==> src/hw/rtl/uvst_pkg.sv <==
// Shared constants and types for the unique value set table.
`timescale 1ns / 1ps

package uvst_pkg;

  // Default build parameters
  localparam int CAPACITY_DEF   = 64;
  localparam int VALUE_BITS_DEF = 48;

  // Fixed field widths of the request and result
  localparam int MODE_W  = 2;
  localparam int KEY_W   = 48;
  localparam int POS_W   = 6;
  localparam int COUNT_W = 7;
  localparam int TOTAL_W = 54;
  localparam int STAT_W  = 2;
  localparam int WIDE_W  = 64;

  // Request modes
  localparam logic [MODE_W-1:0] MODE_LOOKUP = 2'd0;
  localparam logic [MODE_W-1:0] MODE_ADD    = 2'd1;
  localparam logic [MODE_W-1:0] MODE_REMOVE = 2'd2;

  // Result status codes
  localparam logic [STAT_W-1:0] STATUS_DONE  = 2'd0;
  localparam logic [STAT_W-1:0] STATUS_NOACT = 2'd1;
  localparam logic [STAT_W-1:0] STATUS_FULL  = 2'd2;

  // Token handed from cell to cell along the chain
  typedef struct packed {
    logic tok;
    logic hit;
  } link_t;

endpackage

==> src/hw/rtl/uvst_cell.sv <==
// One storage cell of the set table chain: compare, shift down, append.
`timescale 1ns / 1ps

module uvst_cell #(
  parameter int VALUE_BITS = uvst_pkg::VALUE_BITS_DEF,
  parameter int IDX_W      = 6,
  parameter int CNT_W      = 7,
  parameter int INDEX      = 0
) (
  input  logic                      clk,
  input  logic                      rst,
  input  uvst_pkg::link_t           link_in,
  input  logic [IDX_W-1:0]          pos_in,
  output uvst_pkg::link_t           link_out,
  output logic [IDX_W-1:0]          pos_out,
  input  logic [uvst_pkg::MODE_W-1:0] op_mode,
  input  logic [VALUE_BITS-1:0]     op_key,
  input  logic [CNT_W-1:0]          count,
  input  logic [VALUE_BITS-1:0]     next_entry,
  output logic [VALUE_BITS-1:0]     entry
);

  logic active;
  logic match;
  logic hit_now;

  // Only entries below the count take part in the compare
  assign active  = CNT_W'(INDEX) < count;
  assign match   = active && (entry == op_key);
  assign hit_now = link_in.hit | match;

  always_ff @(posedge clk) begin
    if (rst) begin
      link_out <= '0;
    end else begin
      link_out.tok <= link_in.tok;
      link_out.hit <= hit_now;
    end
  end

  always_ff @(posedge clk) begin
    pos_out <= match ? IDX_W'(INDEX) : pos_in;
  end

  // Remove: the hit cell and all above it take the upper neighbor's value.
  // Add: the first free cell takes the key if no cell below held it.
  always_ff @(posedge clk) begin
    if (link_in.tok) begin
      if (op_mode == uvst_pkg::MODE_REMOVE && hit_now) begin
        entry <= next_entry;
      end else if (op_mode == uvst_pkg::MODE_ADD && !link_in.hit &&
                   count == CNT_W'(INDEX)) begin
        entry <= op_key;
      end
    end
  end

endmodule

==> config.mk <==
export PLATFORM = sky130hd
export DESIGN_NAME = uvst_cell
export DESIGN_NICKNAME = d
export VERILOG_FILES = /design/src/hw/rtl/uvst_pkg.sv /design/src/hw/rtl/uvst_cell.sv
export SDC_FILE = /design/constraint.sdc
export NUM_CORES = 1
export LEC_CHECK = 0
export BUFFER_PORTS_ARGS = -buffer_cell sky130_fd_sc_hd__buf_2
export CAP_MARGIN = 40
export CORE_MARGIN = 8
export CORE_UTILIZATION = 34
export CTS_CLUSTER_SIZE = 20
export DETAILED_ROUTE_END_ITERATION = 10
export PLACE_DENSITY = 0.64
export SYNTH_ARGS = -nofsm -noshare
export SYNTH_HDL_FRONTEND = slang
export SYNTH_SLANG_ARGS = --single-unit
==> constraint.sdc <==
create_clock -name clk -period 5.9 [get_ports clk]
set_clock_uncertainty 0.15 [all_clocks]
set_input_delay 0 -clock clk [delete_from_list [all_inputs] [get_ports clk]]
set_output_delay 0 -clock clk [all_outputs]
set_load 0.05 [all_outputs]
After elaboration in Yosys (flattened, before gate mapping)
Index checks and enable logic that the tools add are counted.
{ "totals": {"register_bits": 56, "input_bits": 115, "out_inout_bits": 56, "wordCells": 19} }
{ "classes": {"n_lt_le_gt_ge": 1, "n_eq_ne": 3, "n_mux": 2, "n_bitwise": 1, "n_reduce_logical": 8} }
{ "op_table": {"columns": ["cell", "count"], "rows": [
  ["$mux W48", 2],
  ["$eq A48 B48 Y1", 1],
  ["$logic_not A7 Y1", 1],
  ["$lt A1 B7 Y1 const A", 1],
  ["$logic_and A1 B1 Y1", 4],
  ["$eq A2 B1 Y1 const B", 1],
  ["$eq A2 B2 Y1 const B", 1],
  ["$reduce_and A2 Y1", 1],
  ["$reduce_bool A2 Y1", 1],
  ["$logic_not A1 Y1", 1],
  ["$or A1 B1 Y1", 1]
]} }

Depth between registers and ports, before layout
{ "depth": {"depth_word": 6, "depth_mapped": 7, "depth_no_buf": 5} }

Worst setup path before layout
Ideal clock, no wire load.
{ "synth_path": {"path_type": "flip-flop to flip-flop", "start": "register entry[4]", "end": "register entry[0] (enable)", "setup_ps": 470, "arrival_ps": 3857, "required_time_ps": 5280, "setup_slack_ps": 1423, "path_stages_with_launch": 6, "path_buffers": 0, "cell_sequence": "edfxtp_1 -> xnor2_1 -> nand4_1 -> nor4_2 -> nand4_1 -> a21oi_1"} }
{ "synth_between": {"elab_chain_len": 6} }
{ "synth_rtl": {"columns": ["element", "line_no", "source"], "rows": [
  ["start, declared", "uvst_cell.sv:20", "output logic [VALUE_BITS-1:0] entry"],
  ["start signal, assigned", "uvst_cell.sv:50", "entry <= next_entry;"],
  ["start signal, assigned", "uvst_cell.sv:53", "entry <= op_key;"],
  ["$eq A48 B48 Y1", "uvst_cell.sv:29", "assign match = active && (entry == op_key);"],
  ["$logic_and A1 B1 Y1", "uvst_cell.sv:29", null],
  ["$or A1 B1 Y1", "uvst_cell.sv:30", "assign hit_now = link_in.hit | match;"],
  ["$logic_and A1 B1 Y1", "uvst_cell.sv:49", "if (op_mode == uvst_pkg::MODE_REMOVE && hit_now) begin"],
  ["$reduce_bool A2 Y1 (no line)", null, null],
  ["$reduce_and A2 Y1 (no line)", null, null]
]} }
Every way passes these cells.
A chain may end at the register's enable or synchronous reset.

Final worst setup path
{ "layout_path": {"start": "register entry[15]", "end": "register entry[43] (data pin)"} }
{ "layout_between": {"elab_chain_len": 5} }
{ "layout_rtl": {"columns": ["element", "line_no"], "rows": [
  ["$eq A48 B48 Y1", "uvst_cell.sv:29"],
  ["$logic_and A1 B1 Y1", "uvst_cell.sv:29"],
  ["$or A1 B1 Y1", "uvst_cell.sv:30"],
  ["$logic_and A1 B1 Y1", "uvst_cell.sv:49"],
  ["$mux W48", "uvst_cell.sv:49"]
]} }
Every way passes these cells.

==> impl_results.md <==
- Avg Cell Area, Syn: 10.5 um^2
- Pin count of the biggest net entering global routing: 35
- Hold path start: rst
- Worst setup path category: register to register
- Routed WL: 12000 um
- Slew Viols, Final: 0
- # DRC: 0
- DR WL/cell: 17.5 um
- Status: complete, no violations
- Syn Inst Count: 307
- Post-layout util: 0.589
- Max-cap viol count: 0
- Cell leakage power: 2.39 nW
- DP HPWL: 8460 um
- Yosys top cell by area: edfxtp_1
- Crit Path Max Fanout: 26
- CP startpoint: entry[15]
- Clock buffer depth: 2
- RR Endpoint: entry[43]
- Leading post-synthesis cells by cell area: edfxtp_1, xnor2_1, o32ai_1
- Yosys reg bits: 56
- Reg2Reg Launch Point: entry[15]
- Total global routing overflow: 0
- Ys async rst share: 0
- Fmax achieved: 0.275 GHz
- Setup Viol. Count Final: 0
- CTS tree: yes
- # fillers: 806
- Worst slew margin: 0.543
- Gr usage total: 0.181
- HP Class: input port to register
- Synth warn: 0
- Req. time, crit path: 5.81 ns
- Buffers on Ports: 170
- Starting Density: 0.350
- Most instantiated cells after synthesis: nand2_1, edfxtp_1, inv_1
- Final hold violations: 0
- Number of synthesized flops with an enable pin: 48
- Die area: 12800 um^2
- Core Rows: 35
- Mapped cell area: 3220 um^2
- Adder-cell share of the synthesized area: 0
- Io pins: 171
- Synth top area share: 0.448
- Post-synthesis simple-gate area fraction: 0.127
- Post-synth net total: 422
- RSZ-0062 raised after global routing: no
- XOR/XNOR share of the synthesized area: 0.131
- Register area: 1600 um^2
- 1st-iter DRT viols: 185
- Number of inserted diodes: 0
- Final min period: 3.63 ns
- # clock sinks: 56
- Crit-path slowest cell: and4_2
- Seq/Total Area, Yosys: 0.498
- Cts repair resizes: 0
- Layout cells sized above 1: 0.348
- VDD IR-drop max: 108 uV
- CTS Buf Count: 5
- Worst Hold Slack: 0.251 ns
- Clock Latency Late Sink: 0.30 ns
- Worst-path clk slew: 0.10 ns
- Final TNS setup: 0 ns
- Die height: 113 um
- Power density over the cells: 182 nW/um^2
- Crit share post-route: 0.616
- Worst Path Arrival: 3.54 ns
- CTS H-tree depth: 2
- Root Buffer Master: clkbuf_8
- Via Count: 3419
- CP peak stage delay: 0.78 ns
- Synth cell types: 26
- CP endpoint kind: register
- Vias in the first global route: 3688
- Vias per std cell: 4.98
- Hold path depth: 3
- DRT antenna net count: 0
- Multi-input logic area: 1380 um^2
- Worst setup path endpoint: entry[43]
- Core ar.: 9200 um^2
- Top_reg_cell synth: edfxtp_1
- Routability cong.: 0.752
- First-pass GRT wire length: 18600 um
- R2r setup slk: 2.27 ns
- First-pass iteration count of the detailed router: 5
- Area Growth Syn to Fin: 68.4%
- Largest family of logic cells by synthesized area: compound AO/OA/AOI/OAI gates
- Die extent in x: 113 um
- Initial antenna violation count: 0
- Reg2reg path depth: 7
- Worst setup SP type: register
- Worst Max-Slew Pin Slew: 0.685 ns
- Mux contribution to synthesized area: 0
- Post-synthesis compound-gate area fraction: 0.160
- Most frequent cell after synthesis: nand2_1
- Critical Path, Cell by Cell: xnor2_1, nand4_1, nor3_1, and4_2, buf_16, o32ai_1, dlygate4sd3_1
- Final Net Count: 689
## report_power, final
| part | total [mW] | switching [mW] | leakage (nW) | internal (mW) |
|---|---|---|---|---|
| Combinational | 0.271 | 0.139 | 1.83 | 0.131 |
| Clock | 0.260 | 0.126 | 0.0627 | 0.133 |
| Sequential | 0.455 | 0.00786 | 0.498 | 0.447 |
| Total | 0.985 | 0.274 | 2.39 | 0.711 |
## worst max-delay path, delay by kind of cell (launching register included)
kind | cells | cell delay (ns)
and+or+nand+nor | 3 | 1.54
AOI/OAI and AO/OA | 1 | 0.11
buffers and inverters | 2 | 0.85
DFF | 1 | 0.42
xor gates and xnor gates | 1 | 0.30
## cell type report
cell class                 instances  area share
timing repair buffer             280       0.369
sequential                        56       0.295
multi-input combinational        183       0.254
inverter                          48      0.0332
tap                              111      0.0256
clock buffer                       8      0.0224
## worst min path at each step
stage / to
3_5_place_dp: link_out[0]
6_report: link_out[1]
2_1_floorplan: link_out[1]
4_1_cts: link_out[1]
5_1_grt: link_out[1]
3_3_place_gp: link_out[1]
## metrics by stage
step           power [mW]  std cells  setup slack, ns  area (um^2)
6_report            0.985        686             2.27         5420
5_1_grt              1.03        686             2.09         5420
4_1_cts             0.991        686             2.29         5420
3_5_place_dp        0.669        573             2.31         4250
3_3_place_gp        0.662        570             2.43         4170
2_1_floorplan       0.585        307             1.42         3220
## cells in the final DEF (no fill, tap or decap), drive strengths merged
cell type,instances
o32ai,48
nor4b,1
nor2,4
nand2,50
buf,175
a21oi,1
o21ai,1
and2,6
and4,2
dfxtp,8
nand4,12
nor3,2
inv,48
edfxtp,48
nor2b,2
xor2,4
clkbuf,8
xnor2,44
nor4,3
and3,1
dlygate4sd3,105
a41oi,1
nand2b,1
## cells by family (layout without fill, tap and decap cells)
logic type / count (synthesis) / after routing
XOR/XNOR: 48 / 48
AND/OR/NAND/NOR: 84 / 84
flip-flops: 56 / 56
buffers and inverters: 68 / 336
AO/OA/AOI/OAI: 51 / 51
## routing by layer
metal	up-vias	GRT usage	wire length, um	share of wire
li1	1624	-	-	-
met1	1617	0.192	4530	0.38
met2	154	0.331	6160	0.51
met3	24	0.0607	1070	0.089
met4	0	0.0542	243	0.020
met5	-	0	0	0
## timing repair
item                                   in CTS  in global routing
setup buffers                               0                  0
setup endpoints to repair                   0                  0
endpoints found under the hold margin      56                  0
hold buffers                              105                  0
## sequential cells by signal (all words and copies together), names as in the netlist
name / count
entry: 48
pos_out: 6
link_out: 2
No activity file was read; power rests on OpenSTA's default activity.
